===== config.mk =====
export PLATFORM = sky130hd
export DESIGN_NAME = m4rm_store
export DESIGN_NICKNAME = d
export VERILOG_FILES = /design/src/sv/m4rm_pkg.sv /design/src/sv/m4rm_store.sv
export SDC_FILE = /design/constraint.sdc
export NUM_CORES = 1
export LEC_CHECK = 0
export ABC_CLOCK_PERIOD_IN_PS = 1300
export BUFFER_PORTS_ARGS = -buffer_cell sky130_fd_sc_hd__buf_2
export CAP_MARGIN = 20
export CORE_AREA = 2 2 251 253
export CTS_CLUSTER_SIZE = 12
export DETAILED_ROUTE_END_ITERATION = 7
export DIE_AREA = 0 0 253 255
export PLACE_DENSITY = 0.62
export SLEW_MARGIN = 20
export SYNTH_ARGS = -nofsm -noshare
export SYNTH_HDL_FRONTEND = slang
export SYNTH_SLANG_ARGS = --single-unit

===== constraint.sdc =====
create_clock -name clk -period 1.3 [get_ports clk]
set_input_delay 0.13 -clock clk [delete_from_list [all_inputs] [get_ports clk]]
set_output_delay 0.13 -clock clk [all_outputs]
set_load 0.05 [all_outputs]

===== src/sv/m4rm_pkg.sv =====
// Shared types and constants for the 4x4 row-by-matrix multiplier.
// Used by every module of the block; depends on nothing else.
`default_nettype none

package m4rm_pkg;

    localparam int ELEM_W    = 32;
    localparam int DIM       = 4;
    localparam int FRAC_BITS = 16;

    // A shifted product keeps the bits above the fraction of a full 64-bit product.
    localparam int PROD_W = 2 * ELEM_W - FRAC_BITS;
    // Four products added exactly need two more bits.
    localparam int SUM_W  = PROD_W + 2;

    localparam logic FUNC_LOAD = 1'b0;
    localparam logic FUNC_MUL  = 1'b1;

    typedef logic signed [ELEM_W-1:0] elem_t;
    typedef elem_t [DIM-1:0]          row_t;
    typedef row_t [DIM-1:0]           mat_t;
    typedef logic signed [PROD_W-1:0] prod_t;
    typedef logic signed [SUM_W-1:0]  sum_t;
    typedef sum_t [DIM-1:0]           sum_row_t;

    localparam elem_t ELEM_MAX = {1'b0, {(ELEM_W-1){1'b1}}};
    localparam elem_t ELEM_MIN = {1'b1, {(ELEM_W-1){1'b0}}};

    typedef struct packed {
        logic prod_en;
        logic sum_en;
    } lane_ctrl_t;

endpackage

`default_nettype wire


===== src/sv/m4rm_store.sv =====
// Right-hand matrix store: sixteen registers, written one row at a time.
// Depends on m4rm_pkg. Each column is presented to its own lane.
`default_nettype none

module m4rm_store (
    input  wire logic           clk,
    input  wire logic           rst_n,
    input  wire logic           wr_en,
    input  wire logic [1:0]     wr_row,
    input  wire m4rm_pkg::row_t wr_data,
    output m4rm_pkg::mat_t      cols
);

    m4rm_pkg::mat_t store_reg;

    always_ff @(posedge clk or negedge rst_n)
    begin
        if (!rst_n)
        begin
            store_reg <= '0;
        end
        else if (wr_en)
        begin
            store_reg[wr_row] <= wr_data;
        end
    end

    // Rows are stored as written; a lane needs column j, i.e. element j of every row.
    always_comb
    begin
        for (int j = 0; j < m4rm_pkg::DIM; j++)
        begin
            for (int k = 0; k < m4rm_pkg::DIM; k++)
            begin
                cols[j][k] = store_reg[k][j];
            end
        end
    end

endmodule

`default_nettype wire


======== After elaboration in Yosys (flattened, before gate mapping) ========
Cells that the tools add are included.
word-level totals
  output and inout bits ................... 512
  word-level logic and storage cells ...... 22
  register bits after elaboration ......... 512
  input port bits ......................... 133
operators by class
  multiplexer cells ....................... 3
  reduce and logical (&&, ||, !) cells .... 1
  magnitude comparators ................... 2
operators by type and width
  operator                                                           count
  bitwise mux 512 bit                                                1
  demux 128 bit (select 2 bit)                                       1
  two-way mux 128 bit                                                1
  < comparator 2 x 3 -> 1 bit, second input constant                 1
  greater-or-equal comparator 2 x 1 -> 1 bit, second input constant  1
  logical AND 1 bit                                                  1

======== Longest topological paths before layout ========
  depth in word-level cells ............... 5
  depth in mapped cells ................... 4
  depth with buffers taken out ............ 2

======== Worst setup path before layout ========
Ideal clock, no wire load.
  path kind ............................... input-to-reg
  start ................................... input wr_row[1]
  end ..................................... register store_reg, in the netlist cols[0]
  stages on the path ...................... 4
  path buffers ............................ 2
  setup slack ............................. 0.176 ns
  required time ........................... 1.175 ns
  setup time .............................. 0.125 ns
  data arrival time ....................... 0.999 ns
  cells stage by stage .................... nor3b_2 buf_4 buf_6 mux2_2
between the ends
  word-level cells in the longest chain between the ends .. 5
  elaborated cells between the ends (all ways) .. 6
  those cells by class .................... order compare: 2; mux: 3; reduce/logical: 1
ends and longest elaborated chain
  item                                                                                                                    line              RTL
  start: declaration                                                                                                      m4rm_store.sv:9   input wire logic [1:0] wr_row,
  < comparator 2 x 3 -> 1 bit (implied by the code) / greater-or-equal comparator 2 x 1 -> 1 bit (equally long branches)  m4rm_store.sv:24  store_reg[wr_row] <= wr_data;
  logical AND 1 bit (implied by the code)                                                                                 m4rm_store.sv:24
  two-way mux 128 bit (implied by the code)                                                                               m4rm_store.sv:24
  demux 128 bit (select 2 bit) (*)                                                                                        m4rm_store.sv:24
  bitwise mux 512 bit (*)                                                                                                 m4rm_store.sv:24
  end signal: indexed assignment                                                                                          m4rm_store.sv:24
  end: declaration                                                                                                        m4rm_store.sv:14  m4rm_pkg::mat_t store_reg;
Mark *: on every way between the ends. The rest lies on a longest branch, timed or not.
A chain may end at the register's enable or synchronous reset.

======== Worst setup path after layout ========
  start ................................... register store_reg, in the netlist cols[28]
  end ..................................... output cols[28] in the netlist's numbering
RTL lines
  item              line              RTL
  end: declaration  m4rm_store.sv:11  output m4rm_pkg::mat_t cols
No word-level cell between the ends.

==> impl_results.md <==
* Outcome: complete, but fails checks
* Failing checks: negative hold slack
* # fillers at slightly above 5,000
* Total die area at 64,520 µm²
* Register area share after synthesis at 67.35%
* First DRT Iteration DRCs at 463
* Share of cells above drive strength 1 at between 60% and 70%
* Synth Register Bits at just over 500
* Worst-path fanout max at 2
* # H-tree levels at 2
* CTS tree: yes
* Critical Path RT at between 1 and 1.5 ns
* DRT Pass-1 Iters at 6
* Synth Net Count at 1,217
* Global routing usage summed across all routing layers at 17.33%
* Clk slew on worst S/H paths at 0.06 ns
* Post-synth cell types at 8
* Slew headroom at 74.03%
* Initial Util at 30.60%
* Pwr/cell area at slightly below 2000 nW/µm²
* CTS sink cnt at 512
* RSZ-0062 raised after global routing: true
* Fmax at 0.7733 GHz
* Routed len/inst at 20.37 µm
* Final Hold Vio Count at 3
* HPWL Detailed at 40,070 µm
* # rows at 92
* Part of the cycle the worst path needs at 99.48%
* Design Area, Final at around 31,000 µm²
* Hold Slack at -0.01935 ns
* Largest register FFs at about 500
* Crit path cell chain: buf_6
* Maximum vdd drop at 1357 µV
* Buffers & Inverters on Critical Path at 1
* Clock root cell: clkbuf_16
* GRT overflow at 0
* Avg Cell Area, Syn at 17.55 µm²
* # IOs at 645
* Synth warn at 0
* Worst setup SP type: flip-flop
* GPL Wtd Cong at between 0.8 and 0.9
* Total core area at about 62,000 µm²
* Die Ht at 255 µm
* Largest net degree at the start of global routing at 71
* Die Wd at approximately 250 µm
* Path type of the worst min-delay path: primary input to asynchronous set/reset pin
* Worst skew pair latency at 0.58 ns
* Via count at 13,170
* Top Family by Delay on Critical Path: flip-flops
* CTS Hold Buffers Added at 130
* Maxcap violations at 0
* Routed wire length at 59,000 µm
* Num CTS Buffers at 54
* CP max stage cell: dfrtp_1
* Critical path class: flip-flop to output pin
* Commonest non-fill, non-tap cells in the layout: 512 x mux2_2, 512 x dfrtp_1, 511 x buf_6
* Least-Margin Pin Slew at 0.3895 ns
* Final min period at 1.293 ns
* Netlist Area Pre-Place at 19,020 µm²
* Nets at 2,194
* Number of routed nets with antenna violations at 0
* Area delta synth->final at 62.68%
* Worst setup EP type: output pin
* Via-to-Cell Ratio at 4.546
* Crit path DAT at about 1.2 ns
* First-pass GRT wire length at around 86,000 µm
* Placed cell area at 23,990 µm²
* Static Leak at 0.01432 µW
* Initial antenna violation count at 0
* I/O Buffers at 644
* Setup violators final at 0
* Final Skew at 0 ns
* Slew Limit Fails at 0
* Clock buffer depth at 3
* Post-Synthesis Cells at 1,084
* Number of global-route vias before repair at roughly 14,000
* Drc violations at 0
* Crit path largest cell delay at about 0.4 ns
-- cell usage after synthesis (all sizes together) --
cell type,instances,share of area [%]
buf,56,2.2
dfrtp,512,67
mux2,512,30
nand3,1,0.026
nand3b,2,0.079
nor3b,1,0.066
-- per-layer routing --
| metal | vias to the layer above | wire [µm] | global-route usage, % | part of all wire, % |
|---|---|---|---|---|
| li1 | 5817 | - | - | - |
| met3 | 141 | 4043 | 5.004 | 6.9 |
| met1 | 6725 | 21660 | 19.48 | 37 |
| met5 | - | 0 | 0 | 0 |
| met2 | 483 | 30680 | 30.37 | 52 |
| met4 | 0 | 2614 | 8.132 | 4.4 |
-- what timing repair did --
item                                    4_1_cts  5_1_grt
gates resized for setup                    1024        1
cloned                                        0        0
endpoints found under the hold margin      1024       11
buffers inserted                             36       65
endpoints found under the setup margin      512      496
-- path summary, 6_finish.rpt --
path | startpoint | endpoint | cells past startpoint | slack [ns]
max | cols[28] | cols[28] | 1 | 0.007
min | rst_n | cols[399] | 2 | -0.02
max reg2reg | cols[274] | cols[274] | 3 | 0.24
min reg2reg | cols[509] | cols[509] | 1 | 0.53
max in group asynchronous | rst_n | cols[86] | 4 | 0.51
min in group clk | wr_en | cols[367] | 4 | 0.16
-- kinds of logic (layout without fill, tap and decap cells) --
logic type	count (synthesis)	count (layout)	synth area share, %
and+or+nand+nor	4	4	0.1709
other	0	1	0
buffers and inverters	56	1068	2.171
DFF	512	512	67.35
muxes	512	512	30.31
-- area by class of cell --
cell class / count / area (µm²) / share of cell area (%)
diodes: 1 / 2.502 / 0.008086
clock buffers: 82 / 1620 / 5.236
clock inverters: 9 / 82.58 / 0.2668
multi-input cells: 516 / 5817 / 18.80
flip-flops and latches: 512 / 12810 / 41.40
well taps: 799 / 999.7 / 3.230
repair buffers: 977 / 9613 / 31.06
-- power breakdown --
group	internal (µW)	switching [µW]	total (µW)
Sequential	19000	2310	21300
Clock	8720	6190	14900
Combinational	9440	14800	24300
Total	37200	23300	60500
-- per-stage QoR --
stage / setup slack, ns / total power [µW] / setup TNS, ns / util [%] / std cells
6_report: 0.006763 / 60480 / 0 / 49.79 / 2896
5_1_grt: -0.04936 / 62630 / -8.623 / 49.78 / 2895
4_1_cts: -0.04348 / 60210 / -3.948 / 49.01 / 2831
3_5_place_dp: -0.1490 / 40040 / -44.14 / 38.59 / 2574
3_3_place_gp: -0.1504 / 39750 / -45.10 / 38.59 / 2574
2_1_floorplan: 0.1760 / 34470 / 0 / - / 1084
(Power assumes the default switching activity.)
