[config.mk]
export PLATFORM = sky130hd
export DESIGN_NAME = m4rm_merge
export DESIGN_NICKNAME = d
export VERILOG_FILES = /design/src/sv/m4rm_pkg.sv /design/src/sv/m4rm_merge.sv
export SDC_FILE = /design/constraint.sdc
export NUM_CORES = 1
export LEC_CHECK = 0
export CORE_AREA = 10 10 121 123
export DETAILED_ROUTE_END_ITERATION = 8
export DIE_AREA = 0 0 131 133
export DONT_BUFFER_PORTS = 1
export PLACE_DENSITY = 0.66
export SYNTH_ARGS = -nofsm -noshare
export SYNTH_HDL_FRONTEND = slang
export SYNTH_SLANG_ARGS = --single-unit
[constraint.sdc]
create_clock -name clk -period 1.7 [get_ports clk]
set_input_delay 0.255 -clock clk [delete_from_list [all_inputs] [get_ports clk]]
set_output_delay 0.255 -clock clk [all_outputs]
set_load 0.01 [all_outputs]
[src/sv/m4rm_pkg.sv]
// Shared types and constants for the 4x4 row-by-matrix multiplier.
// Used by every module of the block; depends on nothing else.
`default_nettype none

package m4rm_pkg;

    localparam int ELEM_W    = 32;
    localparam int DIM       = 4;
    localparam int FRAC_BITS = 16;

    // A shifted product keeps the bits above the fraction of a full 64-bit product.
    localparam int PROD_W = 2 * ELEM_W - FRAC_BITS;
    // Four products added exactly need two more bits.
    localparam int SUM_W  = PROD_W + 2;

    localparam logic FUNC_LOAD = 1'b0;
    localparam logic FUNC_MUL  = 1'b1;

    typedef logic signed [ELEM_W-1:0] elem_t;
    typedef elem_t [DIM-1:0]          row_t;
    typedef row_t [DIM-1:0]           mat_t;
    typedef logic signed [PROD_W-1:0] prod_t;
    typedef logic signed [SUM_W-1:0]  sum_t;
    typedef sum_t [DIM-1:0]           sum_row_t;

    localparam elem_t ELEM_MAX = {1'b0, {(ELEM_W-1){1'b1}}};
    localparam elem_t ELEM_MIN = {1'b1, {(ELEM_W-1){1'b0}}};

    typedef struct packed {
        logic prod_en;
        logic sum_en;
    } lane_ctrl_t;

endpackage

`default_nettype wire

[src/sv/m4rm_merge.sv]
// Merge stage: clips each lane's sum to 32 bits and ORs the clip flags.
// Depends on m4rm_pkg. Holds the output register of the block.
`default_nettype none

module m4rm_merge (
    input  wire logic               clk,
    input  wire logic               load,
    input  wire m4rm_pkg::sum_row_t sums,
    output m4rm_pkg::row_t          result,
    output logic                    clipped
);

    m4rm_pkg::row_t result_reg;
    m4rm_pkg::row_t result_next;
    logic           clipped_reg;
    logic           clipped_next;
    logic [m4rm_pkg::DIM-1:0] over;

    // A sum fits when all bits from the result's sign bit upward agree.
    always_comb
    begin
        for (int j = 0; j < m4rm_pkg::DIM; j++)
        begin
            over[j] = !((&sums[j][m4rm_pkg::SUM_W-1:m4rm_pkg::ELEM_W-1])
                     || !(|sums[j][m4rm_pkg::SUM_W-1:m4rm_pkg::ELEM_W-1]));
            if (!over[j])
            begin
                result_next[j] = sums[j][m4rm_pkg::ELEM_W-1:0];
            end
            else if (sums[j][m4rm_pkg::SUM_W-1])
            begin
                result_next[j] = m4rm_pkg::ELEM_MIN;
            end
            else
            begin
                result_next[j] = m4rm_pkg::ELEM_MAX;
            end
        end
        clipped_next = |over;
    end

    always_ff @(posedge clk)
    begin
        if (load)
        begin
            result_reg  <= result_next;
            clipped_reg <= clipped_next;
        end
    end

    assign result  = result_reg;
    assign clipped = clipped_reg;

endmodule

`default_nettype wire

; Yosys cells after proc, flatten, opt, wreduce, memory -nomap -nowiden
; Index checks and enable logic that the tools add are counted.
[word_totals]
ff_bits = 129
in_bits = 202
out_inout_bits = 129
wordCells = 34
[op_classes]
n_reduce_logical = 21
mux = 8
[op_table]
columns = op, n
row1 = 2-to-1 mux 32 bit, 8
row2 = AND reduction 19 bit, 4
row3 = OR reduction 19 bit, 4
row4 = zero test 1 bit, 8
row5 = logical OR 1 bit, 4
row6 = OR reduction 4 bit, 1

; Longest topological paths before layout
[depth]
word_depth = 5
depth_mapped = 6
ltp_nobuf = 5

; Worst setup path before layout
; No wires, ideal clock.
[synth_timing]
kind = input -> register
start = in sums[192] (netlist name)
end = reg result_reg (netlist bit result[101]), data pin
stages = 6
t_arrival_ps = 1298
path_slack_ps = 147
required_ps = 1446
path_buffers = 1
setup_ps = 254
path_cell_list = nor4_1 nand4_1 nor4_2 a311oi_2 buf_6 a21o_2
[synth_rtl]
columns = item, line_no
row1 = "start, declared", m4rm_merge.sv:8  ; input wire m4rm_pkg::sum_row_t sums,
row2 = "end signal, assigned", m4rm_merge.sv:46  ; result_reg <= result_next;
row3 = "end, declared", m4rm_merge.sv:13  ; m4rm_pkg::row_t result_reg;

==> metrics.log <==
INFO  metric outcome = finished, violations left
INFO  metric violated_checks = hold timing
INFO  metric final-seq-area = about 3900 um2
INFO  metric nets = 560
INFO  metric tightestPinTransition = 0.342 ns
INFO  metric cts_num_sinks = 129
INFO  metric clock-root-buffer = sky130_fd_sc_hd__clkbuf_16
INFO  metric final_worst_path_cycle_share = between 80% and 90%
INFO  metric dr.first_iter.drc_count = ~220
INFO  metric max-slew-margin-rel = between 70 and 80%
INFO  metric initial_core_util = ~45%
INFO  metric leading_register_cell_type_out_of_synthesis = sky130_fd_sc_hd__edfxtp_1
INFO  metric timing.critical_path.max_delay_family = simple AND/OR/NAND/NOR gates
INFO  metric worst-path-max-fanout = 17
INFO  metric worst-path-stages = 7
INFO  metric crit_path_top_delay_cell = sky130_fd_sc_hd__nor4_1
INFO  metric yosysWarnings = 0
INFO  metric synth.yosys.seq_area_share = roughly 69%
INFO  metric postSynthCellCount = between 300 and 400
INFO  metric syn2layout_area_growth = 15.1%
INFO  metric antenna_found_initial = 0
INFO  metric syn_area = roughly 5600 um2
INFO  metric cp-end-kind = flop
INFO  metric drive_gt1_share = 39.9%
INFO  metric total_die_area = approximately 17,000 um2
INFO  metric cp_dominant_cell_by_count = sky130_fd_sc_hd__buf_4
INFO  metric track_usage = between 10% and 20%
INFO  metric vias_per_cell = 5.85
INFO  metric clk_pin_slew_worst_paths = 0.05 ns
INFO  metric timing.final.setup_violations = 0
INFO  metric die_height = approximately 130 um
INFO  metric route.vias.total = 3,179
INFO  metric crit_chain = nor4_1, nand4_1, nor4_2, buf_4, a311oi_4, buf_4, a21o_2
INFO  metric fin_util = 52.2%
INFO  metric grt_overflow = 0
INFO  metric top_level_ports = around 330
INFO  metric worst_endpoint_required_time = about 1.9 ns
INFO  metric grt_pass1_wl = ~21 mm
INFO  metric via_count_of_the_first_global_routing_pass = ~3,400
INFO  metric worstSetupStartpointType = primary input
INFO  metric cts_tree = built
INFO  metric setup_repair_after_global_routing_missed_its_margin = no
INFO  metric n_fill_cell = roughly 1,000
INFO  metric power.density = approximately 1200 nW/um2
INFO  metric gp_routability_congestion = ~0.76
INFO  metric synth-edff-count = around 130
INFO  metric cts_hold_buffers = 4
INFO  metric portBuffers = 0
INFO  metric yosys.area.top_type = sky130_fd_sc_hd__edfxtp_1
INFO  metric yosysTopAreaCellShare = a little under 70%
INFO  metric antenna_cell_count = 0
INFO  metric post-synth-top-count-cell = sky130_fd_sc_hd__edfxtp_1
INFO  metric synth_top_cells_by_area = sky130_fd_sc_hd__edfxtp_1 69%, sky130_fd_sc_hd__a21o_2 13%, sky130_fd_sc_hd__a21o_1 5.2%, sky130_fd_sc_hd__buf_6 3.6%, sky130_fd_sc_hd__nand4_1 2.3%
INFO  metric multi_input_comb_area = roughly 1500 um2
INFO  metric yosys_register_bits = around 130
INFO  metric synth.avg_cell_area = 16.4 um2
INFO  metric ant_nets = 0
INFO  metric count_of_buffer_and_inverter_cells_on_the_critical_path = 2
INFO  metric largest_register_ff_count = approximately 130
INFO  metric hold_path_depth = 0
INFO  metric design_power_total = 8.03 mW
INFO  metric cts-resized-gates = 0
INFO  metric drt_wl_total = 15.0 mm
INFO  metric drc = 0
INFO  metric syn-num-nets = between 500 and 600
INFO  metric detailed_place_hpwl = roughly 11 mm
INFO  metric slew_violations = 0
INFO  metric drt_pre_antenna_iters = 4
INFO  metric std_cell_rows = a little over 40
INFO  metric clock_path_buffers = 2
INFO  metric fin_hold_ws = -0.0360 ns
INFO  metric htree_num_levels = 4
INFO  metric total_leakage_power = about 2.6 nW
INFO  metric final-hold-violation-count = between 40 and 50
INFO  metric grt_start_max_net_pins = 130
INFO  metric core_area = 12,400 um2
INFO  metric synth-async-reset-ratio = 0%
INFO  metric worstSetupPathType = primary input to flop
INFO  metric min_path_type = primary input to flop
INFO  metric post_synth_num_cell_types = 16
INFO  metric synth.cells.most_frequent = 129 x sky130_fd_sc_hd__edfxtp_1, 85 x sky130_fd_sc_hd__a21o_2, 39 x sky130_fd_sc_hd__a21o_1
INFO  metric max_stage_delay = around 0.35 ns
INFO  metric drv_cap = 0
INFO  metric worst_ir_drop_vdd = 0.572 mV
INFO  metric max_freq = ~730 MHz
INFO  metric post-route-min-period = roughly 1.4 ns
INFO  metric wl_per_cell = around 28 um
INFO  metric cp.arrival = 1.53 ns
INFO  metric die-width = around 130 um
INFO  metric numCtsBuffers = 17
==> metrics by stage <==
stage	instance area, um2	hold WS [ns]	instances	setup TNS [ns]	setup slack (ns)
floorplan	5610	0.367	342	0	0.147
global placement	5800	0.354	507	0	0.00246
detailed placement	5800	0.354	507	-3.06	-0.0824
CTS	6450	-0.0571	543	0	0.356
global route	6450	-0.0601	543	0	0.238
finish	6450	-0.0360	543	0	0.331
==> timing repair <==
| action | CTS | global route |
|---|---|---|
| setup buffers | 0 | 0 |
| hold endpoints to repair | 133 | 129 |
| setup endpoints to repair | 0 | 0 |
==> cells in the final DEF, fill, tap and decap left out <==
cell	netlist	routed
sky130_fd_sc_hd__clkinvlp_4	0	3
sky130_fd_sc_hd__buf_12	0	3
sky130_fd_sc_hd__nand4_1	21	21
sky130_fd_sc_hd__a21o_2	85	85
sky130_fd_sc_hd__nor4_2	4	4
sky130_fd_sc_hd__and3_1	4	4
sky130_fd_sc_hd__clkinv_1	0	2
sky130_fd_sc_hd__inv_6	0	1
sky130_fd_sc_hd__a21o_1	39	39
sky130_fd_sc_hd__clkinv_4	0	2
sky130_fd_sc_hd__dlygate4sd3_1	3	4
sky130_fd_sc_hd__buf_4	3	18
sky130_fd_sc_hd__a31o_2	4	4
sky130_fd_sc_hd__bufinv_16	0	4
sky130_fd_sc_hd__edfxtp_1	129	129
sky130_fd_sc_hd__clkinv_2	0	3
sky130_fd_sc_hd__a311oi_4	0	4
sky130_fd_sc_hd__nor2_1	8	8
sky130_fd_sc_hd__nor4_1	16	16
sky130_fd_sc_hd__clkbuf_16	0	17
==> path summary, 6_finish.rpt <==
kind,start,end,slack (ns)
max,sums[92],result[42]$_DFFE_PP_,0.33
min,load,result[69]$_DFFE_PP_,-0.04
==> layer usage <==
metal	vias to the layer above	GRT usage (%)	routed length, um
li1	1407	-	-
met1	1516	15.7	4990
met2	230	27.8	7700
met3	26	8.87	1900
met4	0	8.28	386
met5	-	0	0
==> area by class of cell <==
cell class	count	share of cell area (%)
Sequential cell	129	60.0
Tap cell	172	3.33
Clock buffer	17	6.59
Timing Repair Buffer	25	3.64
Multi-Input combinational cell	185	23.5
Clock inverter	15	2.97
==> cells by family after synthesis <==
logic type	Yosys count	synth area share (%)
compound gates	132	20.1
buf+inv	28	4.88
flops	129	69.0
simple gates	53	6.00
==> power by group <==
| group | switching, mW | total, mW | internal, mW |
|---|---|---|---|
| clock | 1.30 | 3.74 | 2.44 |
| combinational | 0.0964 | 0.238 | 0.141 |
| sequential | 0.253 | 4.05 | 3.80 |
| total | 1.65 | 8.03 | 6.38 |
Power figures use the tool's default switching activity.
